## src/design/mbw_pkg.sv

```systemverilog
`timescale 1ns / 1ps
`default_nettype none
package mbw_pkg;

  localparam int DIM_W    = 13;
  localparam int MAX_DIM  = 4096;
  localparam int COLOUR_W = 24;
  localparam int BYTE_W   = 8;
  localparam int HDR_LEN  = 62;
  localparam int PC_W     = 6;
  localparam int CFG_IDX_W = 2;
  localparam int FSIZE_W  = 23;
  localparam int PAD_W    = 2;

  localparam logic [PC_W-1:0] PC_HDR = '0;
  localparam logic [PC_W-1:0] PC_PIX = PC_W'(HDR_LEN);

  typedef enum logic [CFG_IDX_W-1:0] {
    CFG_WIDTH, CFG_HEIGHT, CFG_WHITE, CFG_BLACK
  } cfg_reg_t;

  typedef enum logic [3:0] {
    SRC_LIT, SRC_FS0, SRC_FS1, SRC_FS2,
    SRC_W0, SRC_W1, SRC_H0, SRC_H1,
    SRC_WH0, SRC_WH1, SRC_WH2,
    SRC_BK0, SRC_BK1, SRC_BK2,
    SRC_PIX
  } src_t;

  typedef enum logic [1:0] {
    OP_NEXT, OP_END, OP_END_NOPAD, OP_PAD_LOOP
  } op_t;

  typedef struct packed {
    src_t             src;
    logic [BYTE_W-1:0] lit;
    op_t              op;
  } uword_t;

  typedef struct packed {
    logic              fire;
    src_t              src;
    logic [BYTE_W-1:0] lit;
    logic              last;
    logic              pix;
    logic              pad_dec;
  } dp_ctrl_t;

  typedef struct packed {
    logic slot_free;
    logic pix_emit;
    logic pad_zero;
    logic pad_one;
  } dp_stat_t;

  // Header bytes are steps 0..61, the pixel byte and its row padding follow.
  function automatic uword_t ucode(input logic [PC_W-1:0] pc);
    uword_t w;
    w = '{src: SRC_LIT, lit: 8'h00, op: OP_NEXT};
    case (pc)
      PC_W'(0):  w.lit = 8'h42;
      PC_W'(1):  w.lit = 8'h4D;
      PC_W'(2):  w.src = SRC_FS0;
      PC_W'(3):  w.src = SRC_FS1;
      PC_W'(4):  w.src = SRC_FS2;
      PC_W'(10): w.lit = BYTE_W'(HDR_LEN);
      PC_W'(14): w.lit = 8'd40;
      PC_W'(18): w.src = SRC_W0;
      PC_W'(19): w.src = SRC_W1;
      PC_W'(22): w.src = SRC_H0;
      PC_W'(23): w.src = SRC_H1;
      PC_W'(26): w.lit = 8'd1;
      PC_W'(28): w.lit = 8'd1;
      PC_W'(54): w.src = SRC_WH0;
      PC_W'(55): w.src = SRC_WH1;
      PC_W'(56): w.src = SRC_WH2;
      PC_W'(58): w.src = SRC_BK0;
      PC_W'(59): w.src = SRC_BK1;
      PC_W'(60): w.src = SRC_BK2;
      PC_W'(61): w.op  = OP_END;
      PC_W'(62): begin
        w.src = SRC_PIX;
        w.op  = OP_END_NOPAD;
      end
      PC_W'(63): w.op = OP_PAD_LOOP;
      default: ;
    endcase
    return w;
  endfunction

endpackage
`default_nettype wire

```

## src/design/mbw_if.sv

```systemverilog
`timescale 1ns / 1ps
`default_nettype none
interface mbw_in_if;
  logic valid;
  logic ready;
  logic kind;
  logic pixel_value;
  modport source (output valid, kind, pixel_value, input ready);
  modport sink (input valid, kind, pixel_value, output ready);
endinterface

interface mbw_out_if;
  logic       valid;
  logic       ready;
  logic [7:0] data_byte;
  logic       end_of_run;
  logic       end_of_file;
  modport source (output valid, data_byte, end_of_run, end_of_file, input ready);
  modport sink (input valid, data_byte, end_of_run, end_of_file, output ready);
endinterface
`default_nettype wire

```

## src/design/mbw_seq.sv

```systemverilog
`timescale 1ns / 1ps
`default_nettype none
module mbw_seq (
  input  logic              clk,
  input  logic              rst,
  input  logic              accept,
  input  logic              kind,
  input  mbw_pkg::dp_stat_t stat,
  output logic              busy,
  output mbw_pkg::dp_ctrl_t ctrl
);

  logic [mbw_pkg::PC_W-1:0] pc;
  logic [mbw_pkg::PC_W-1:0] pc_next;
  mbw_pkg::uword_t          word;
  logic                     fire;
  logic                     last;

  assign word = mbw_pkg::ucode(pc);
  assign fire = busy && stat.slot_free;

  always_comb begin
    last    = 1'b0;
    pc_next = pc;
    case (word.op)
      mbw_pkg::OP_NEXT: pc_next = pc + 1'b1;
      mbw_pkg::OP_END: last = 1'b1;
      mbw_pkg::OP_END_NOPAD: begin
        last    = stat.pad_zero;
        pc_next = pc + 1'b1;
      end
      mbw_pkg::OP_PAD_LOOP: last = stat.pad_one;
      default: ;
    endcase
  end

  always_comb begin
    ctrl.fire    = fire;
    ctrl.src     = word.src;
    ctrl.lit     = word.lit;
    ctrl.last    = last;
    ctrl.pix     = (word.op == mbw_pkg::OP_END_NOPAD) || (word.op == mbw_pkg::OP_PAD_LOOP);
    ctrl.pad_dec = fire && (word.op == mbw_pkg::OP_PAD_LOOP);
  end

  always_ff @(posedge clk) begin
    if (rst) begin
      busy <= 1'b0;
      pc   <= mbw_pkg::PC_HDR;
    end else if (accept) begin
      if (!kind) begin
        busy <= 1'b1;
        pc   <= mbw_pkg::PC_HDR;
      end else if (stat.pix_emit) begin
        busy <= 1'b1;
        pc   <= mbw_pkg::PC_PIX;
      end
    end else if (fire) begin
      if (last) begin
        busy <= 1'b0;
      end else begin
        pc <= pc_next;
      end
    end
  end

  a_hdr_entry: assert property (@(posedge clk) disable iff (rst)
    accept && !kind |=> busy && (pc == mbw_pkg::PC_HDR))
    else $error("header run did not start at step zero");

  a_pad_nonzero: assert property (@(posedge clk) disable iff (rst)
    busy && (word.op == mbw_pkg::OP_PAD_LOOP) |-> !stat.pad_zero)
    else $error("padding step entered with no padding left");

  a_run_ends: assert property (@(posedge clk) disable iff (rst)
    fire && last |=> !busy)
    else $error("sequencer still busy after last beat");

endmodule
`default_nettype wire

```

## src/design/mbw_dp.sv

```systemverilog
`timescale 1ns / 1ps
`default_nettype none
module mbw_dp (
  input  logic                             clk,
  input  logic                             rst,
  input  logic                             accept,
  input  logic                             kind,
  input  logic                             pixel_value,
  input  logic                             cfg_write,
  input  logic [mbw_pkg::CFG_IDX_W-1:0]    cfg_index,
  input  logic [mbw_pkg::COLOUR_W-1:0]     cfg_data,
  input  mbw_pkg::dp_ctrl_t                ctrl,
  output mbw_pkg::dp_stat_t                stat,
  input  logic                             out_ready,
  output logic                             out_valid,
  output logic [mbw_pkg::BYTE_W-1:0]       data_byte,
  output logic                             end_of_run,
  output logic                             end_of_file
);

  logic [mbw_pkg::DIM_W-1:0]    frame_width;
  logic [mbw_pkg::DIM_W-1:0]    frame_height;
  logic [mbw_pkg::COLOUR_W-1:0] white_colour;
  logic [mbw_pkg::COLOUR_W-1:0] black_colour;

  logic [mbw_pkg::DIM_W-1:0]  column_count;
  logic [mbw_pkg::DIM_W-1:0]  row_count;
  logic [mbw_pkg::BYTE_W-1:0] pack_byte;
  logic [2:0]                 bits_in_byte;
  logic                       frame_active;

  logic [mbw_pkg::BYTE_W-1:0] byte_hold;
  logic [mbw_pkg::PAD_W-1:0]  pad_cnt;
  logic                       eof_hold;
  logic [mbw_pkg::FSIZE_W-1:0] fsize;

  logic [mbw_pkg::DIM_W-1:0]  w;
  logic [mbw_pkg::DIM_W-1:0]  h;
  logic [mbw_pkg::DIM_W:0]    w_p31;
  logic [mbw_pkg::DIM_W:0]    w_p7;
  logic [7:0]                 blocks;
  logic [20:0]                row_words;
  logic [mbw_pkg::PAD_W-1:0]  pad_row;

  logic [3:0]                 bits;
  logic [mbw_pkg::BYTE_W-1:0] pack_new;
  logic [mbw_pkg::DIM_W-1:0]  col_new;
  logic [mbw_pkg::DIM_W-1:0]  row_new;
  logic                       row_end;
  logic                       frame_close;
  logic                       pix_emit;
  logic [2:0]                 shamt;
  logic [mbw_pkg::BYTE_W-1:0] pix_byte;
  logic [mbw_pkg::BYTE_W-1:0] mux_byte;
  logic                       slot_free;

  // Zero reads as one, oversize saturates.
  always_comb begin
    if (frame_width == '0) begin
      w = mbw_pkg::DIM_W'(1);
    end else if (frame_width > mbw_pkg::DIM_W'(mbw_pkg::MAX_DIM)) begin
      w = mbw_pkg::DIM_W'(mbw_pkg::MAX_DIM);
    end else begin
      w = frame_width;
    end
    if (frame_height == '0) begin
      h = mbw_pkg::DIM_W'(1);
    end else if (frame_height > mbw_pkg::DIM_W'(mbw_pkg::MAX_DIM)) begin
      h = mbw_pkg::DIM_W'(mbw_pkg::MAX_DIM);
    end else begin
      h = frame_height;
    end
  end

  assign w_p31     = {1'b0, w} + (mbw_pkg::DIM_W+1)'(31);
  assign w_p7      = {1'b0, w} + (mbw_pkg::DIM_W+1)'(7);
  assign blocks    = w_p31[12:5];
  assign row_words = blocks * h;
  // Padding brings the data bytes of a row up to a multiple of four.
  assign pad_row   = mbw_pkg::PAD_W'(2'd0 - w_p7[4:3]);

  assign bits        = {1'b0, bits_in_byte} + 4'd1;
  assign pack_new    = {pack_byte[6:0], pixel_value};
  assign col_new     = column_count + 1'b1;
  assign row_new     = row_count + 1'b1;
  assign row_end     = col_new >= w;
  assign frame_close = row_end && (row_new >= h);
  assign pix_emit    = frame_active && ((bits == 4'd8) || row_end);
  assign shamt       = 3'(4'd8 - bits);
  assign pix_byte    = pack_new << shamt;

  assign slot_free = !out_valid || out_ready;

  always_comb begin
    stat.slot_free = slot_free;
    stat.pix_emit  = pix_emit;
    stat.pad_zero  = (pad_cnt == '0);
    stat.pad_one   = (pad_cnt == mbw_pkg::PAD_W'(1));
  end

  always_comb begin
    case (ctrl.src)
      mbw_pkg::SRC_LIT: mux_byte = ctrl.lit;
      mbw_pkg::SRC_FS0: mux_byte = fsize[7:0];
      mbw_pkg::SRC_FS1: mux_byte = fsize[15:8];
      mbw_pkg::SRC_FS2: mux_byte = {1'b0, fsize[22:16]};
      mbw_pkg::SRC_W0:  mux_byte = w[7:0];
      mbw_pkg::SRC_W1:  mux_byte = {3'b000, w[12:8]};
      mbw_pkg::SRC_H0:  mux_byte = h[7:0];
      mbw_pkg::SRC_H1:  mux_byte = {3'b000, h[12:8]};
      mbw_pkg::SRC_WH0: mux_byte = white_colour[7:0];
      mbw_pkg::SRC_WH1: mux_byte = white_colour[15:8];
      mbw_pkg::SRC_WH2: mux_byte = white_colour[23:16];
      mbw_pkg::SRC_BK0: mux_byte = black_colour[7:0];
      mbw_pkg::SRC_BK1: mux_byte = black_colour[15:8];
      mbw_pkg::SRC_BK2: mux_byte = black_colour[23:16];
      mbw_pkg::SRC_PIX: mux_byte = byte_hold;
      default:          mux_byte = '0;
    endcase
  end

  always_ff @(posedge clk) begin
    if (rst) begin
      frame_width  <= mbw_pkg::DIM_W'(1);
      frame_height <= mbw_pkg::DIM_W'(1);
      white_colour <= '1;
      black_colour <= '0;
    end else if (cfg_write) begin
      case (mbw_pkg::cfg_reg_t'(cfg_index))
        mbw_pkg::CFG_WIDTH:  frame_width  <= cfg_data[mbw_pkg::DIM_W-1:0];
        mbw_pkg::CFG_HEIGHT: frame_height <= cfg_data[mbw_pkg::DIM_W-1:0];
        mbw_pkg::CFG_WHITE:  white_colour <= cfg_data;
        mbw_pkg::CFG_BLACK:  black_colour <= cfg_data;
        default: ;
      endcase
    end
  end

  always_ff @(posedge clk) begin
    fsize <= {row_words, 2'b00} + mbw_pkg::FSIZE_W'(mbw_pkg::HDR_LEN);
  end

  always_ff @(posedge clk) begin
    if (rst) begin
      column_count <= '0;
      row_count    <= '0;
      pack_byte    <= '0;
      bits_in_byte <= '0;
      frame_active <= 1'b0;
      pad_cnt      <= '0;
      eof_hold     <= 1'b0;
    end else if (accept && !kind) begin
      column_count <= '0;
      row_count    <= '0;
      pack_byte    <= '0;
      bits_in_byte <= '0;
      frame_active <= 1'b1;
    end else if (accept && frame_active) begin
      if (row_end) begin
        column_count <= '0;
        pack_byte    <= '0;
        bits_in_byte <= '0;
        row_count    <= frame_close ? '0 : row_new;
        frame_active <= !frame_close;
      end else begin
        column_count <= col_new;
        pack_byte    <= (bits == 4'd8) ? '0 : pack_new;
        bits_in_byte <= bits[2:0];
      end
      pad_cnt  <= row_end ? pad_row : '0;
      eof_hold <= frame_close;
    end else if (ctrl.pad_dec) begin
      pad_cnt <= pad_cnt - 1'b1;
    end
  end

  always_ff @(posedge clk) begin
    if (accept) begin
      byte_hold <= pix_byte;
    end
  end

  // Output beat register: load on a step, drop when taken.
  always_ff @(posedge clk) begin
    if (rst) begin
      out_valid <= 1'b0;
    end else if (ctrl.fire) begin
      out_valid <= 1'b1;
    end else if (out_ready) begin
      out_valid <= 1'b0;
    end
  end

  always_ff @(posedge clk) begin
    if (ctrl.fire) begin
      data_byte   <= mux_byte;
      end_of_run  <= ctrl.last;
      end_of_file <= ctrl.last && ctrl.pix && eof_hold;
    end
  end

  a_eof_closed: assert property (@(posedge clk) disable iff (rst)
    ctrl.fire && ctrl.last && ctrl.pix && eof_hold |-> !frame_active)
    else $error("end of file beat while frame still open");

  a_idle_clear: assert property (@(posedge clk) disable iff (rst)
    !frame_active |-> (column_count == '0) && (bits_in_byte == '0))
    else $error("packing state left over outside a frame");

endmodule
`default_nettype wire

```

## src/design/mono_bmp_stream_writer.sv

```systemverilog
// Header item: 62 beats after the accept cycle, ready low until the last is staged.
// Pixel item: no beat when it completes no byte; else the packed byte, then row padding (0..3) bytes.
// The microcode step counter stages one beat per step, one per cycle while the output is free.
// Synchronous active-high reset: no frame open, width and height 1,
// palette white/black, output empty. No clearing pass.
`timescale 1ns / 1ps
`default_nettype none
module mono_bmp_stream_writer (
  input  logic                          clk,
  input  logic                          rst,
  mbw_in_if.sink                        pixels,
  mbw_out_if.source                     stream,
  input  logic                          cfg_write,
  input  logic [mbw_pkg::CFG_IDX_W-1:0] cfg_index,
  input  logic [mbw_pkg::COLOUR_W-1:0]  cfg_data
);

  logic              busy;
  logic              accept;
  mbw_pkg::dp_ctrl_t ctrl;
  mbw_pkg::dp_stat_t stat;

  assign pixels.ready = !busy;
  assign accept       = pixels.valid && !busy;

  mbw_seq u_seq (
    .clk    (clk),
    .rst    (rst),
    .accept (accept),
    .kind   (pixels.kind),
    .stat   (stat),
    .busy   (busy),
    .ctrl   (ctrl)
  );

  mbw_dp u_dp (
    .clk         (clk),
    .rst         (rst),
    .accept      (accept),
    .kind        (pixels.kind),
    .pixel_value (pixels.pixel_value),
    .cfg_write   (cfg_write),
    .cfg_index   (cfg_index),
    .cfg_data    (cfg_data),
    .ctrl        (ctrl),
    .stat        (stat),
    .out_ready   (stream.ready),
    .out_valid   (stream.valid),
    .data_byte   (stream.data_byte),
    .end_of_run  (stream.end_of_run),
    .end_of_file (stream.end_of_file)
  );

endmodule
`default_nettype wire
```

## src/flat_wrapper.sv

```systemverilog
// flat-port wrapper written by rule: the top's interface ports become plain ports
module mono_bmp_stream_writer_flat 
  (clk, rst, cfg_write, cfg_index, cfg_data, pixels_valid, pixels_kind, pixels_pixel_value, pixels_ready, stream_valid, stream_data_byte, stream_end_of_run, stream_end_of_file, stream_ready);
  mbw_in_if pixels_i ();
  mbw_out_if stream_i ();
  input  logic clk;
  input  logic rst;
  input  logic cfg_write;
  input  logic [mbw_pkg::CFG_IDX_W-1:0] cfg_index;
  input  logic [mbw_pkg::COLOUR_W-1:0] cfg_data;
  input wire logic [$bits(pixels_i.valid)-1:0] pixels_valid;
  input wire logic [$bits(pixels_i.kind)-1:0] pixels_kind;
  input wire logic [$bits(pixels_i.pixel_value)-1:0] pixels_pixel_value;
  output wire logic [$bits(pixels_i.ready)-1:0] pixels_ready;
  output wire logic [$bits(stream_i.valid)-1:0] stream_valid;
  output wire logic [$bits(stream_i.data_byte)-1:0] stream_data_byte;
  output wire logic [$bits(stream_i.end_of_run)-1:0] stream_end_of_run;
  output wire logic [$bits(stream_i.end_of_file)-1:0] stream_end_of_file;
  input wire logic [$bits(stream_i.ready)-1:0] stream_ready;
  assign pixels_i.valid = pixels_valid;
  assign pixels_i.kind = pixels_kind;
  assign pixels_i.pixel_value = pixels_pixel_value;
  assign pixels_ready = pixels_i.ready;
  assign stream_valid = stream_i.valid;
  assign stream_data_byte = stream_i.data_byte;
  assign stream_end_of_run = stream_i.end_of_run;
  assign stream_end_of_file = stream_i.end_of_file;
  assign stream_i.ready = stream_ready;
  mono_bmp_stream_writer u_core (.clk(clk), .rst(rst), .pixels(pixels_i), .stream(stream_i), .cfg_write(cfg_write), .cfg_index(cfg_index), .cfg_data(cfg_data));
endmodule
```

## config.mk

```make
export PLATFORM = sky130hd
export DESIGN_NAME = mono_bmp_stream_writer_flat
export DESIGN_NICKNAME = d
export VERILOG_FILES = /design/src/design/mbw_pkg.sv /design/src/design/mbw_if.sv /design/src/design/mbw_seq.sv /design/src/design/mbw_dp.sv /design/src/design/mono_bmp_stream_writer.sv /design/src/flat_wrapper.sv
export SDC_FILE = /design/constraint.sdc
export NUM_CORES = 1
export LEC_CHECK = 0
export BUFFER_PORTS_ARGS = -buffer_cell sky130_fd_sc_hd__buf_2
export CORE_MARGIN = 2
export CORE_UTILIZATION = 50
export DETAILED_ROUTE_END_ITERATION = 16
export PLACE_DENSITY = 0.67
export SLEW_MARGIN = 20
export SYNTH_ARGS = -nofsm -noshare
export SYNTH_HDL_FRONTEND = slang
export SYNTH_SLANG_ARGS = --single-unit
```

## constraint.sdc

```tcl
create_clock -name clk -period 14.6 [get_ports clk]
set_input_delay 2.92 -clock clk [delete_from_list [all_inputs] [get_ports clk]]
set_output_delay 2.92 -clock clk [all_outputs]
set_load 0.005 [all_outputs]
```

# Word level (Yosys, flattened, before mapping)
# Cells that the tools add are included.
dict set report totals {
  regBits 163
  inputBits 33
  output_inout_bits 12
  wordCells 157
}
dict set report op_classes {
  n_addsub 10
  n_mul 1
  order_cmp 4
  eq_ne 45
  n_shift 1
  n_mux 33
  n_bitwise 1
  reduce_logical 43
}
# op n
set op_table {}
lappend op_table {{$pmux W8 S15} 1}
lappend op_table {{$mux W13} 6}
lappend op_table {{$pmux W4 S14} 1}
lappend op_table {{$eq A6 B6 Y1 const B} 9}
lappend op_table {{$eq A6 B5 Y1 const B} 6}
lappend op_table {{$mux W6} 6}
lappend op_table {{$pmux W7 S5} 1}
lappend op_table {{$eq A4 B4 Y1 const B} 8}
lappend op_table {{$add A13 B1 Y13 const B} 2}
lappend op_table {{$ge A13 B13 Y1} 2}
lappend op_table {{$gt A13 B13 Y1 const B} 2}
lappend op_table {{$logic_not A13 Y1} 2}
lappend op_table {{$add A23 B6 Y23 const B} 1}
lappend op_table {{$mul A8 B13 Y21} 1}
lappend op_table {{$eq A4 B3 Y1 const B} 4}
lappend op_table {{$reduce_and A2 Y1} 8}
lappend op_table {{$mux W7} 2}
lappend op_table {{$reduce_bool A2 Y1} 7}
lappend op_table {{$add A13 B5 Y13 const B} 1}
lappend op_table {{$eq A6 B2 Y1 const B} 2}
lappend op_table {{$eq A6 B4 Y1 const B} 2}
lappend op_table {{$mux W1} 10}
lappend op_table {{$logic_and A1 B1 Y1} 9}
lappend op_table {{$eq A2 B2 Y1 const B} 4}
lappend op_table {{27 further kinds} 41}

# Depth between registers and ports, before layout
# Gate-level depths: netlist of the first run.
dict set report depth {
  ltp_word 9
  depth_mapped 27
}

# Modules after synthesis
# Synthesis of the first run repeated with hierarchy kept, for this count alone.
dict set report hier_totals {
  cells_unflattened 1566
  hier_area_um2 12482.0
}
# module n_inst cells_per_inst area_each_um2
set by_module_without_submodules {}
lappend by_module_without_submodules {mbw_dp 1 1442 11621.1}
lappend by_module_without_submodules {mbw_seq 1 122 850.8}
lappend by_module_without_submodules {mono_bmp_stream_writer 1 2 10.0}

# Least setup slack after synthesis of the first run
# No wires, ideal clock.
dict set report synth_timing {
  path_kind {register to register}
  start {register u_core.u_dp.frame_width[1] (netlist name)}
  end {register u_core.u_dp.fsize[22] (netlist name)}
  setup_time_ps 121
  arrival_time_ps 6456
  path_slack_ps 8023
  stages_incl_launch_ff 26
  path_buffers 2
  period_less_slack_ps 6577
  cell_sequence {dfxtp_1 > or4_4 > nand2b_4 > nand3_1 > nor2_1 > and3_1 > xnor2_1 > or2_2 > buf_2 > nor2_1 > fa_1 > fa_1 > fa_1 > inv_1 > fa_1 > inv_1 > ha_1 > buf_6 > a211o_1 > a211o_1 > a221oi_1 > xnor2_1 > nand3_1 > nor4_4 > nand4_1 > xnor2_1}
}
dict set report synth_via {
  elab_chain_cells 6
}
# item line
set synth_rtl {}
lappend synth_rtl {{start: declaration} mbw_dp.sv:21} ;# logic [mbw_pkg::DIM_W-1:0] frame_width;
lappend synth_rtl {{start signal: assignment} mbw_dp.sv:124} ;# frame_width <= mbw_pkg::DIM_W'(1);
lappend synth_rtl {{start signal: assignment} mbw_dp.sv:130} ;# mbw_pkg::CFG_WIDTH: frame_width <= cfg_data[mbw_pkg::DIM_W-1:0];
lappend synth_rtl {{$gt A13 B13 Y1} mbw_dp.sv:61} ;# end else if (frame_width > mbw_pkg::DIM_W'(mbw_pkg::MAX_DIM)) begin
lappend synth_rtl {{$mux W13} mbw_dp.sv:61}
lappend synth_rtl {{$mux W13 (*)} mbw_dp.sv:59} ;# if (frame_width == '0) begin
lappend synth_rtl {{$add A13 B5 Y13 (*)} mbw_dp.sv:75} ;# assign w_p31 = {1'b0, w} + (mbw_pkg::DIM_W+1)'(31);
lappend synth_rtl {{$mul A8 B13 Y21 (*)} mbw_dp.sv:78} ;# assign row_words = blocks * h;
lappend synth_rtl {{$add A23 B6 Y23 (*)} mbw_dp.sv:140} ;# fsize <= {row_words, 2'b00} + mbw_pkg::FSIZE_W'(mbw_pkg::HDR_LEN);
lappend synth_rtl {{end signal: assignment} mbw_dp.sv:140}
lappend synth_rtl {{end: declaration} mbw_dp.sv:35} ;# logic [mbw_pkg::FSIZE_W-1:0] fsize;
# Every way passes the cells marked *; elsewhere a longest branch is shown, timed or not.
# A chain may end at the register's enable or synchronous reset.

# Worst setup path in the final report of the first run
# Ends and elaborated chain as after synthesis.

==> results.txt, run 1 <==
At the end of routability-driven placement, the weighted congestion stood at 0.895. Setup violations remaining at the end of the flow were counted as 0. Clock-pin slew was measured on the worst setup and hold paths at 0.07 ns.

The routed layout has 10.9k vias. The number of gates resized after CTS was 0. The flow ran to the end, and the final reports show no timing, DRC or antenna violations.

0 antenna diodes ended up in the layout. For the CTS sink count, the log shows 161. Reg-to-reg critical path endpoint: u_core.u_dp.fsize[22]. Sequential cells account for 43.1% of the total power. Setup repair after global routing left no endpoint under its margin. TritonCTS created 17 clock buffers. In this run the number of H-tree levels came out at 4. The flip-flop cell with the highest count after synthesis is sky130_fd_sc_hd__dfxtp_1.

The worst max-slew margin expressed relative to the limit is 24.1%. The setup slack on the worst flop-to-flop path was 7.46 ns; the share of synthesized registers carrying an async set or reset was 0%. The effective utilization at floorplan was 50.5%; the share of total power in combinational logic was 16.4%. The die is 160 um tall. After detailed routing, the met3 layer carries 2.49 mm of wire. The logs give 10.2k for the via count of the first global-routing pass and 0 ns for the setup TNS. The number of port buffers was 44; the power per cell area was 85.7 mW/mm^2. TritonCTS built the clock tree.

The number of setup buffers added after CTS is 0. The buffer depth of the longest clock path was 2. The logs give 0 for the count of hold-fix buffers inserted at cts and 140 MHz for the peak clock frequency supported by timing.

Hold violation total from the final report: 0. For this block, the routed nets add up to 34.7 mm of wire. Internal power comes to 0.772 mW. Counting flops and latches in the post-synthesis netlist gives 161. The tool flagged a number of max-cap violations equal to 0. The horizontal die dimension works out to 160 um.

The synthesized instance count was 1477. The most critical setup path has its endpoint at u_core.u_dp.fsize[22]. The floorplan has 57 rows.

In this run, synthesis inferred 18 flip-flops with an integrated enable. The clock reaches the later pin of the worst-skew pair after 0.45 ns. Initial antenna violation count: 0.

Dividing the detail-routed wire length by the instance count gives 19.0 um. The top-area cell type share of the netlist area is 23.5%, and the worst path required time is 14.94 ns. The Yosys step of the flow raised 0 warnings.

Traced cell by cell, the critical path runs through or4_4 > nand2b_4 > nand3_1 > nor2_1 > and3_1 > a31oi_2 > nor2_1 > fa_1 > fa_1 > fa_1 > inv_1 > fa_1 > inv_1 > ha_1 > a211o_1 > a211o_1 > a221oi_1 > xnor2_1 > nand3_1 > nor4_4 > nand4_1 > xnor2_1. The most critical setup path has its startpoint at u_core.u_dp.frame_width[1]. The post-synthesis to final-layout area growth was 8.54%.

The kind of cell with the highest combined delay along the critical path is adder cells. In this run the standard cell core region covers 0.0241 sq mm. For this run, the slowest stage of the critical path takes 0.63 ns. In this run, the number of DRC markers left after iteration 0 of detailed routing was 897. Using the TritonRoute via totals, the vias-per-cell ratio works out to 6.00. The number of remaining DRC errors came out at 0.

The tools report the element type at the critical path start as a flop. The top-level I/O count is 45, and the data arrival time of the critical path is 7.48 ns. The actual slew at the worst max-slew pin was 1.13 ns. For the wire length of the first global-routing pass, the log shows 55.1 mm. The detailed router put a total of 15.0 mm of wire on met1. The leading area contributor after synthesis was sky130_fd_sc_hd__dfxtp_1.

The path class of the tightest hold or removal check is flop to flop. Cells with a size suffix above 1 make up 9.00% of the layout. After synthesis the cells add up to 0.0122 sq mm.

The tools report the nature of the critical path endpoint as a flop. The clock arrives with 0.0115 ns of skew. The static leakage was 5.51 nW. The root buffer cell chosen for the clock tree is sky130_fd_sc_hd__clkbuf_16. After synthesis, the most frequently instantiated cells are sky130_fd_sc_hd__nand2_1, sky130_fd_sc_hd__dfxtp_1, sky130_fd_sc_hd__inv_1.

The run gives 7.20 ns as the worst slack after detailed placement. The pin count of the biggest net entering global routing was 61. The highest metal layer with signal wires is met4. The maximum net fanout on the critical path came out at 13. The cell that appears most often on the critical path is sky130_fd_sc_hd__fa_1. In this run the critical register-to-register path is launched from u_core.u_dp.frame_width[1]. The first TritonRoute pass finished after 5 iterations. The worst reg2reg path depth was 22; the share of the yosys chip area belonging to registers was 28.0%.

The max-slew violation count was 0. Of the available clock period, the critical path in the final layout requires 48.9%. Global routing consumed, over all layers together, 27.2% of the routing resources. The tools report the remaining antenna violation count after routing as 0.

The cell at the slowest stage of the critical path was sky130_fd_sc_hd__a31oi_2. In this run, the clock network consumes 40.5% of the power. The worst-case IR drop observed on VDD is 81.0 uV. The critical path contains buffers and inverters numbering 2 combined. The switching power as a share of total power was 31.7%; the net switching power was 0.359 mW.

By area the synthesized netlist is led by sky130_fd_sc_hd__dfxtp_1, sky130_fd_sc_hd__fa_1, sky130_fd_sc_hd__nand2_1. The kind of critical path is flop to flop. A synthesized cell averages 8.24 sq um. The post-layout net count is 1662, and the number of library cell types mapped by synthesis is 97. The critical path runs through a total of 22 cells. Detailed placement finished with a half-perimeter wire length of 26.0 mm. Detailed routing placed a total of 16.3 mm of wire on met2.

The number of nets handed over by synthesis was 1652. sky130_fd_sc_hd__nand2_1 is the most common cell in the netlist. The routed design could run at a clock period as short as 7.14 ns. The run gives 0 as the total overflow reported by the global router.

The run gives 0.0256 sq mm as the area of the die. For the minimum setup slack in the final design, the log shows 7.46 ns.
-- through the flow --
step	hold WS, ns	utilization (%)	instance area, sq um	total power, mW	cells
2_1_floorplan	0.432	-	12200	0.620	1477
3_3_place_gp	0.442	52.3	12600	0.676	1792
3_5_place_dp	0.446	52.3	12600	0.678	1792
4_1_cts	0.456	54.8	13200	1.13	1824
5_1_grt	0.470	54.8	13200	1.17	1824
6_report	0.459	54.8	13200	1.13	1824
-- state kept, by name, indices dropped and copies added, names as in the netlist, 3 cells and up --
signal and count:
u_core.u_dp.pack_byte 7, u_core.u_dp.data_byte 8, u_core.u_dp.fsize 21, u_core.u_dp.white_colour 24, u_core.u_dp.column_count 13, u_core.u_dp.black_colour 24
u_core.u_dp.frame_height 13, u_core.u_dp.bits_in_byte 3, u_core.u_seq.pc 6, u_core.u_dp.row_count 13, u_core.u_dp.byte_hold 8, u_core.u_dp.frame_width 13
-- worst min-delay path by stage --
stage,from,endpoint,slack [ns],cells after the start
after global placement,u_core.u_dp.black_colour[12],u_core.u_dp.black_colour[12],0.44,2
after CTS,u_core.u_dp.black_colour[12],u_core.u_dp.black_colour[12],0.46,2
after floorplan,u_core.u_dp.eof_hold,u_core.u_dp.eof_hold,0.43,2
after global routing,u_core.u_dp.black_colour[16],u_core.u_dp.black_colour[16],0.47,2
after detailed placement,u_core.u_dp.black_colour[12],u_core.u_dp.black_colour[12],0.45,2
final,u_core.u_dp.black_colour[12],u_core.u_dp.black_colour[12],0.46,2
-- worst min-delay path, cell delays in order, from the launching register on --
cell	delay (ns)
sky130_fd_sc_hd__dfxtp_1	0.31
sky130_fd_sc_hd__nand2_1	0.05
sky130_fd_sc_hd__a21oi_1	0.05
-- area by class of cell --
class	instances	area, sq um
fillers	2324	10900
multi-input cells	1129	8030
flip-flops and latches	161	3400
inverters	122	458
clock buffers	18	450
well taps	324	405
repair buffers	56	310
clock inverters	14	151
-- power groups by stage --
stage / Sequential, mW / Clock, mW / Combinational, mW
global placement: 0.497 / 0 / 0.180
floorplan: 0.487 / 0 / 0.133
global route: 0.489 / 0.479 / 0.202
finish: 0.487 / 0.458 / 0.186
CTS: 0.487 / 0.460 / 0.183
detailed placement: 0.497 / 0 / 0.181
-- cell usage in the layout (no fill, tap or decap), types with 11 or more instances in the layout --
master,count
sky130_fd_sc_hd__a21o_1,12
sky130_fd_sc_hd__a21oi_1,93
sky130_fd_sc_hd__a221oi_1,11
sky130_fd_sc_hd__and2_1,11
sky130_fd_sc_hd__and3_1,14
sky130_fd_sc_hd__buf_2,44
sky130_fd_sc_hd__buf_4,12
sky130_fd_sc_hd__clkbuf_16,18
sky130_fd_sc_hd__dfxtp_1,143
sky130_fd_sc_hd__edfxtp_1,18
sky130_fd_sc_hd__fa_1,66
sky130_fd_sc_hd__ha_1,76
sky130_fd_sc_hd__inv_1,121
sky130_fd_sc_hd__mux2i_1,14
sky130_fd_sc_hd__nand2_1,260
sky130_fd_sc_hd__nand2b_1,13
sky130_fd_sc_hd__nand3_1,78
sky130_fd_sc_hd__nand4_1,14
sky130_fd_sc_hd__nor2_1,114
sky130_fd_sc_hd__nor2b_1,14
sky130_fd_sc_hd__nor3_1,19
sky130_fd_sc_hd__o21ai_0,41
sky130_fd_sc_hd__o22ai_1,11
sky130_fd_sc_hd__or3_1,13
sky130_fd_sc_hd__xnor2_1,38
sky130_fd_sc_hd__xor2_1,19
-- cells by family (layout without fill, tap and decap cells) --
kind of cell / Yosys count / after routing / synth area share, %
compound gates: 299 / 299 / 17.1
flops: 161 / 161 / 28.0
mux: 23 / 23 / 2.45
buf+inv: 187 / 210 / 6.11
simple gates: 607 / 607 / 23.5
xor+xnor: 58 / 58 / 4.24
fa+ha+maj: 142 / 142 / 18.7
-- metal layers --
metal	global-route usage (%)	up-vias
met5	0	-
met4	9.09	0
met3	4.60	67
met2	44.6	427
met1	36.7	5289
li1	-	5152
(Power assumes the default switching activity.)
==> run 2: changes to the inputs <==
Clock period 14.6 ns to 6.9 ns, I/O delays scaled along.
==> run 2 against run 1 <==
Against the previous run:
- first-iteration DRC count is 13% higher
- via count about the same
- worst setup slack lost 7.3 ns
- cell count is 1.0% higher
- combinational power rose by 120%
==> results.txt, run 2 (synthesized netlist as in run 1, its figures left out) <==
The run gives 2220 (-4.5%) as the total of fill cells in the finished design. The worst setup path is captured at a flop. The actual slew at the worst max-slew pin was 1.08 ns (-0.0527 ns); the minimum setup slack in the final design was 0.194 ns (-7.26 ns).

The tools report the hold violation total from the final report as 0 (unchanged). The number of port buffers works out to 44 (unchanged). The tools report the initial antenna violation count as 0 (unchanged).

The combined area of the multi-input logic cells is 0.00810 sq mm (+0.92%). The tools report the final non-filler cell total as 1843 (+1.0%). The tools report the peak clock frequency supported by timing as 149 MHz (+6.5%).

The worst slack after detailed placement was 0.0494 ns (-7.15 ns). Leaving out fill and tap cells, the most frequent cell in the layout is sky130_fd_sc_hd__nand2_1. The total power is 2.43 mW (+120%), and the post-synthesis to final-layout area growth is 10.4%. Routed wire length per instance: 19.2 um (+1.1%). For the total via count in the routed design, the log shows 10.9k (+0.073%). The number of vias per cell after detailed routing came out at 5.94 (-0.96%). The H-tree depth reported by CTS was 4 (unchanged). The logs give 0.0241 sq mm (unchanged) for the core area and 0.19 ns (-7.26 ns) for the setup slack on the worst flop-to-flop path. The largest registers in the layout are u_core.u_dp.black_colour x24, u_core.u_dp.white_colour x24, u_core.u_dp.fsize x21.

The tools report the routability-driven placement congestion ratio as 0.947 (+5.8%). The startpoint identified for the worst register-to-register timing path is u_core.u_dp.frame_width[1]. The routed wire length is 35.4 mm (+2.2%), and the wire length of the first global-routing pass is 56.3 mm (+2.1%). The worst path required time was 7.21 ns (-7.73 ns); the clock-pin slew reported for the worst setup and hold paths after clock tree synthesis was 0.07 ns (about the same). The sequential cell area is 0.00340 sq mm (unchanged), and the number of design-rule violations left by the first detailed-router iteration is 1015 (+13%).

The critical path is of the flop to flop type. The height of the die was 160 um (unchanged). Number of remaining DRC errors: 0 (unchanged). Element type at the critical path start: a flop.

The share of final-layout standard cells stronger than drive strength 1 came out at 10.9% (+1.9 points). Master cell of the clock root buffer: sky130_fd_sc_hd__clkbuf_16. The first-pass iteration count of the detailed router was 6 (+1).

The endpoint identified for the worst register-to-register timing path is u_core.u_dp.fsize[22]. The reported max-cap violation count was 0 (unchanged); the count of hold-fix buffers inserted at cts was 0 (unchanged). The placed cell count was 1807 (+0.84%). The site row count was 57 (unchanged). The count of endpoints failing setup in the final report is 0 (unchanged).

Source-to-sink clock delay at the later pin of the worst-skew pair: 0.44 ns (about the same). For the max-slew violation count, the log shows 0 (unchanged). The data arrival time of the critical path is 7.02 ns (-0.46 ns). The maximum net fanout on the critical path was 4 (-9). The area of the die was 0.0256 sq mm (unchanged). The setup TNS is 0 ns (unchanged), and the worst reg2reg path depth is 24 (+9.1%).

The final period demand of the worst path was 6.71 ns (-0.438 ns); the count of cells along the worst hold path was 2 (unchanged). The part of the cycle the worst path needs was 97.2% (+48 points); the longest individual stage delay on the worst path was 0.56 ns (-0.07 ns). The tools report the effective utilization at floorplan as 50.5% (unchanged). The number of antenna cells inserted is 0 (unchanged), and the horizontal die dimension is 160 um (unchanged). The HPWL after detailed placement was 26.2 mm (+0.80%). Power per cell area: 181 mW/mm^2 (+110%).

The via count of the first global-routing pass is 10.3k (+1.7%), and the top-level I/O count is 45 (unchanged). Kind of cell adding the most delay to the critical path: adder cells. The CTS sink count is 161 (unchanged), and the pin count of the biggest net entering global routing is 61 (unchanged).

Traced cell by cell, the critical path runs through or4_4 > nand2b_4 > nand3_2 > nor2_2 > and3_1 > nand3_1 > xnor2_2 > or2_2 > fa_1 > fa_1 > inv_1 > fa_1 > inv_1 > fa_1 > inv_1 > ha_1 > o21a_1 > a211o_1 > a221oi_4 > xnor2_2 > nand3_2 > nor4_4 > nand4_1 > xnor2_1. Total overflow reported by the global router: 0 (unchanged). The buffer depth of the longest clock path is 2 (unchanged). In this run the most critical hold path is launched from u_core.u_dp.black_colour[5].

The flow ran to the end, and the final reports show no timing, DRC or antenna violations. The tools report the total CTS buffers as 17 (unchanged). The run gives 0 (unchanged) as the remaining antenna violation count after routing.

TritonCTS built the clock tree. The run gives 27.6% (+3.5 points) as the worst max-slew margin expressed relative to the limit. Leaving out fill and tap cells, the most frequent cells in the layout are sky130_fd_sc_hd__nand2_1, sky130_fd_sc_hd__dfxtp_1, sky130_fd_sc_hd__inv_1. Cell repeated most along the worst path: sky130_fd_sc_hd__fa_1. For hold timing, the worst endpoint is u_core.u_dp.black_colour[5].

The tightest min-delay check is of the flop to flop type. The overall routing resource usage came out at 27.7% (+0.46 points). The static leakage was 5.63 nW (+2.3%); the number of buffer and inverter instances along the worst setup path was 3 (+1). The worst clock skew was 0.0117 ns (+0.000197 ns). The peak supply drop was 172 uV (+110%). The run gives 1681 (+1.1%) as the post-layout net count. Cell at the slowest stage of the critical path: sky130_fd_sc_hd__or4_4.
run 2: per-stage QoR:
stage	instance area [sq um]	hold slack (ns)	utilization [%]
after floorplan	12200	0.432	-
after global placement	12700	0.443	52.7
after detailed placement	12700	0.448	52.7
after CTS	13300	0.460	55.3
after global routing	13400	0.481	55.7
final	13400	0.459	55.7
run 2: final cells by class:
cell class / count / share of cell area, %
multi-input cells: 1129 / 60.3
flip-flops and latches: 161 / 25.3
inverters: 122 / 3.41
repair buffers: 75 / 3.40
clock buffers: 19 / 3.38
well taps: 324 / 3.02
clock inverters: 13 / 1.19
run 2: per-layer routing:
layer  vias to the layer above  part of all wire, %  global-route usage, %
met2                       407                   48                   44.9
met1                      5281                   44                   38.6
met4                         0                  2.4                   8.93
met3                        69                  6.1                   3.48
met5                         -                    0                      0
li1                       5186                    -                      -
run 2: worst max path at each step:
stage / start / to / slack [ns] / cells after the start
floorplan: u_core.u_dp.frame_width[1] / u_core.u_dp.fsize[22] / 0.32 / 25
global placement: u_core.u_dp.frame_width[1] / u_core.u_dp.fsize[22] / 0.20 / 23
detailed placement: u_core.u_dp.frame_width[1] / u_core.u_dp.fsize[22] / 0.05 / 23
CTS: u_core.u_dp.frame_width[1] / u_core.u_dp.fsize[22] / 0.02 / 23
global route: u_core.u_dp.frame_width[1] / u_core.u_dp.fsize[22] / -0.06 / 24
finish: u_core.u_dp.frame_width[1] / u_core.u_dp.fsize[22] / 0.19 / 24
run 2: worst min-delay path: stages, from the launching register on:
cell	delay (ns)
sky130_fd_sc_hd__dfxtp_1	0.31
sky130_fd_sc_hd__nand2_1	0.05
sky130_fd_sc_hd__a21oi_1	0.05
run 2: what timing repair did:
| item | 4_1_cts | 5_1_grt |
|---|---|---|
| setup endpoints to repair | 0 | 8 |
| gates resized for setup | 0 | 18 |
| setup buffers | 0 | 4 |
run 2: power breakdown:
group / total (mW) / internal, mW / switching [mW]
logic: 0.403 / 0.140 / 0.263
clock network: 1.00 / 0.568 / 0.433
registers: 1.03 / 0.992 / 0.0377
total: 2.43 / 1.70 / 0.733
==> run 3: changes to the inputs <==
Settings changed: ABC_AREA set to 1.
==> run 3 against run 2 <==
Against the previous run:
- worst setup slack better by 0.28 ns
- die area is 2.0% lower
- critical path depth is 10 higher
- routed wire length is 7.9% lower
- final area is 2.2% lower
- sequential share of layout area is 0.58 points higher
- register-to-register slack better by 0.28 ns
- non-clock buffer count is 18 lower
- critical path type unchanged
- highest routed layer unchanged
==> results.txt, run 3 <==
The placed cell count is 2009 (+11%). For the synthesized instance count, the log shows 1670 (+13%). The site row count came out at 56 (-1.8%). The share of final-layout standard cells stronger than drive strength 1 was 8.42% (-2.5 points).

The power per cell area works out to 191 mW/mm^2 (+5.5%). The startpoint identified for the worst register-to-register timing path is u_core.u_dp.frame_width[7]. The part of the cycle the worst path needs came out at 93.1% (-4.1 points).

Wire length of the first global-routing pass: 51.4 mm (-8.7%). The clock-pin slew reported for the worst setup and hold paths after clock tree synthesis works out to 0.08 ns (about the same). The routed wire length per instance is 16.0 um (-17%).

The top-level I/O count was 45 (unchanged); the routability-driven placement congestion ratio was 0.971 (+2.6%). The number of remaining DRC errors came out at 0 (unchanged). For the CTS sink count, the log shows 161 (unchanged). The end-of-flow core utilization was 56.0% (+0.22 points). The kind of cell adding the most delay to the critical path was adder cells. The actual slew at the worst max-slew pin is 0.971 ns (-0.107 ns), and the core area is 0.0235 sq mm (-2.6%). In this run the worst hold path is classified as flop to flop. For the number of antenna cells inserted, the log shows 0 (unchanged).

For the setup slack on the worst flop-to-flop path, the log shows 0.48 ns (+0.28 ns). The number of library cell types mapped by synthesis is 54 (-44%), and the number of port buffers is 44 (unchanged). Initial antenna violation count: 0 (unchanged).

The pin count of the biggest net entering global routing was 86 (+41%); the area of the die was 0.0251 sq mm (-2.0%). The height of the die works out to 158 um (-0.98%). STA classifies the critical path startpoint as a flop. The tools report the number of design-rule violations left by the first detailed-router iteration as 1003 (-1.2%). For hold timing, the worst endpoint is u_core.u_dp.black_colour[11]. The count of endpoints failing setup in the final report is 0 (unchanged), and the area of all placed cells without fillers is 0.0131 sq mm (-2.2%). The number of synthesized flops with an enable pin works out to 18 (unchanged). By instance count, the cell type seen most on the critical path is sky130_fd_sc_hd__nand2_1.

The tools report the total power as 2.51 mW (+3.1%). The remaining antenna violation count after routing was 0 (unchanged). The number of vias per cell after detailed routing is 5.35 (-9.8%), and the total via count in the routed design is 10.9k (-0.14%).

Nature of the critical path endpoint: a flop. The horizontal die dimension is 158 um (-0.98%). In this run the most critical hold path is launched from u_core.u_dp.black_colour[11]. For the routed wire length, the log shows 32.6 mm (-7.9%). The static leakage was 6.53 nW (+16%). The worst reg2reg path depth came out at 34 (+42%).

TritonCTS built the clock tree. The reported max-cap violation count came out at 0 (unchanged). Sorting the synthesized cells by area gives the leading types as sky130_fd_sc_hd__dfxtp_1, sky130_fd_sc_hd__nand2_1, sky130_fd_sc_hd__fa_1. The share of the yosys chip area belonging to registers was 28.5% (+0.57 points). The post-CTS repair timing setup buffer count is 0 (unchanged). The via count of the first global-routing pass was 9940 (-3.7%); the share of synthesized registers carrying an async set or reset was 0% (unchanged). The HPWL after detailed placement came out at 25.3 mm (-3.4%). Worst clock skew: 0.0170 ns (+0.00529 ns). The timing startpoint of the critical path is u_core.u_dp.frame_width[7].

The register bit total from synthesis was 161 (unchanged). The flip-flop cell with the highest count after synthesis is sky130_fd_sc_hd__dfxtp_1. For the max-slew violation count, the log shows 0 (unchanged).

The commonest cells after synthesis are sky130_fd_sc_hd__nand2_1, sky130_fd_sc_hd__inv_1, sky130_fd_sc_hd__nor2_1. For the worst max-slew margin expressed relative to the limit, the log shows 35.2% (+7.6 points). The maximum net fanout on the critical path was 12 (+8).

From synthesis to final layout, the design area changed by 10.2%. Longest individual stage delay on the worst path: 0.56 ns (about the same). For the combined area of the multi-input logic cells, the log shows 0.00731 sq mm (-9.8%). The number of buffer and inverter instances along the worst setup path was 5 (+2).

The run gives 17 (unchanged) as the total CTS buffers. The run gives 0 (unchanged) as the number of gates given a new drive strength after cts. The tools report the reg-to-reg critical path endpoint as u_core.u_dp.fsize[18]. The tools report the source-to-sink clock delay at the later pin of the worst-skew pair as 0.44 ns (about the same). The run finished with clean final reports. The largest individual stage delay along the critical path comes from the cell sky130_fd_sc_hd__fa_1. For the data arrival time of the critical path, the log shows 6.77 ns (-0.25 ns). The most numerous cell in the Yosys netlist is sky130_fd_sc_hd__nand2_1. The setup path with the least slack is of type flop to flop. The logs give 50.8% (+0.32 points) for the effective utilization at floorplan and 1884 (+12%) for the post-layout net count. In the layout the commonest cells are sky130_fd_sc_hd__nand2_1, sky130_fd_sc_hd__inv_1, sky130_fd_sc_hd__nor2_1. The peak supply drop is 138 uV (-20%), and the buffer depth of the longest clock path is 2 (unchanged). The top-area cell type share of the netlist area is 24.0% (+0.48 points), and the total of fill cells in the finished design is 2285 (+2.9%). The largest registers in the layout are u_core.u_dp.black_colour x24, u_core.u_dp.white_colour x24, u_core.u_dp.fsize x21. Final non-filler cell total: 2041 (+11%). The tools report the count of hold-fix buffers inserted at cts as 0 (unchanged). The logs give 0 (unchanged) for the count of warnings emitted by yosys and 0 (unchanged) for the hold violation total from the final report. Master cell of the clock root buffer: sky130_fd_sc_hd__clkbuf_16. The average instance area after synthesis is 7.14 sq um (-13%), and the sequential cell area is 0.00340 sq mm (unchanged).

The worst path required time was 7.25 ns (+0.04 ns); the H-tree depth reported by CTS was 4 (unchanged). The logs give 0 (unchanged) for the total overflow reported by the global router and 0.452 ns (-0.00713 ns) for the final-layout worst hold slack. The logs give 0.0125 sq mm (-1.9%) for the area of placed instances and 1845 (+12%) for the number of nets produced by synthesis. The most common library cell in the layout ignoring fill and taps was sky130_fd_sc_hd__nand2_1.

Count of cells along the worst hold path: 2 (unchanged). The final period demand of the worst path was 6.42 ns (-0.282 ns). The tools report the peak clock frequency supported by timing as 156 MHz (+4.4%). The logs give 7 (+1) for the first-pass iteration count of the detailed router and 26.5% (-1.2 points) for the overall routing resource usage. sky130_fd_sc_hd__dfxtp_1 takes more of the synthesized area than any other cell.

The tools report the synthesized area as 0.0119 sq mm (-2.0%).
run 3: changes by cell type after synthesis, moves of 14 or more:
cell | previous run | this run
sky130_fd_sc_hd__a21oi_1 | 93 | 116
sky130_fd_sc_hd__and3_1 | 14 | 0
sky130_fd_sc_hd__inv_1 | 121 | 281
sky130_fd_sc_hd__inv_2 | 1 | 15
sky130_fd_sc_hd__nand2_1 | 260 | 357
sky130_fd_sc_hd__nor2_1 | 114 | 201
sky130_fd_sc_hd__nor2b_1 | 14 | 0
sky130_fd_sc_hd__o21ai_0 | 41 | 88
sky130_fd_sc_hd__xnor2_1 | 38 | 6
sky130_fd_sc_hd__xor2_1 | 19 | 43
run 3: cell type report:
type | count | share of cell area (%)
flip-flops and latches | 161 | 25.9
clock inverters | 15 | 1.22
multi-input cells | 1173 | 55.6
inverters | 299 | 8.54
repair buffers | 57 | 2.42
clock buffers | 17 | 3.24
well taps | 319 | 3.04
run 3: worst max-delay path by stage:
stage	end	depth (start not counted)
after global placement	u_core.u_dp.fsize[18]	34
after global routing	u_core.u_dp.fsize[18]	33
after floorplan	u_core.u_dp.fsize[21]	35
after detailed placement	u_core.u_dp.fsize[18]	34
after CTS	u_core.u_dp.fsize[18]	34
final	u_core.u_dp.fsize[18]	34
run 3: routing by layer:
metal | up-vias | track usage, % | wire length, um
met1 | 5122 | 36.0 | 14500
li1 | 5386 | - | -
met4 | 0 | 11.0 | 1260
met3 | 66 | 3.40 | 1870
met2 | 354 | 42.7 | 15000
met5 | - | 0 | 0
run 3: worst reg2reg max path: cells and delay by family, from the launching register on:
family	cells	cell delay, ns
compound gates	5	0.70
simple gates	17	2.00
flops	1	0.34
fa+ha+maj	5	2.47
xor+xnor	2	0.43
buf+inv	5	0.38
run 3: cell families after synthesis:
logic type      count (synthesis)  synth area share (%)
compound gates                272                  13.0
mux                             1                0.0840
simple gates                  708                  24.7
flops                         161                  28.5
fa+ha+maj                     142                  19.1
xor+xnor                       50                  3.74
buf+inv                       336                  10.8
run 3: stage by stage:
step	setup TNS, ns	setup slack [ns]
2_1_floorplan	0	1.02
3_3_place_gp	0	0.351
3_5_place_dp	0	0.305
4_1_cts	0	0.267
5_1_grt	-0.00126	-0.00126
6_report	0	0.476
run 3: power breakdown:
part	switching, mW	total, mW	internal (mW)
Sequential	0.0369	1.05	1.01
Clock	0.471	0.957	0.486
Combinational	0.345	0.503	0.158
Total	0.853	2.51	1.66
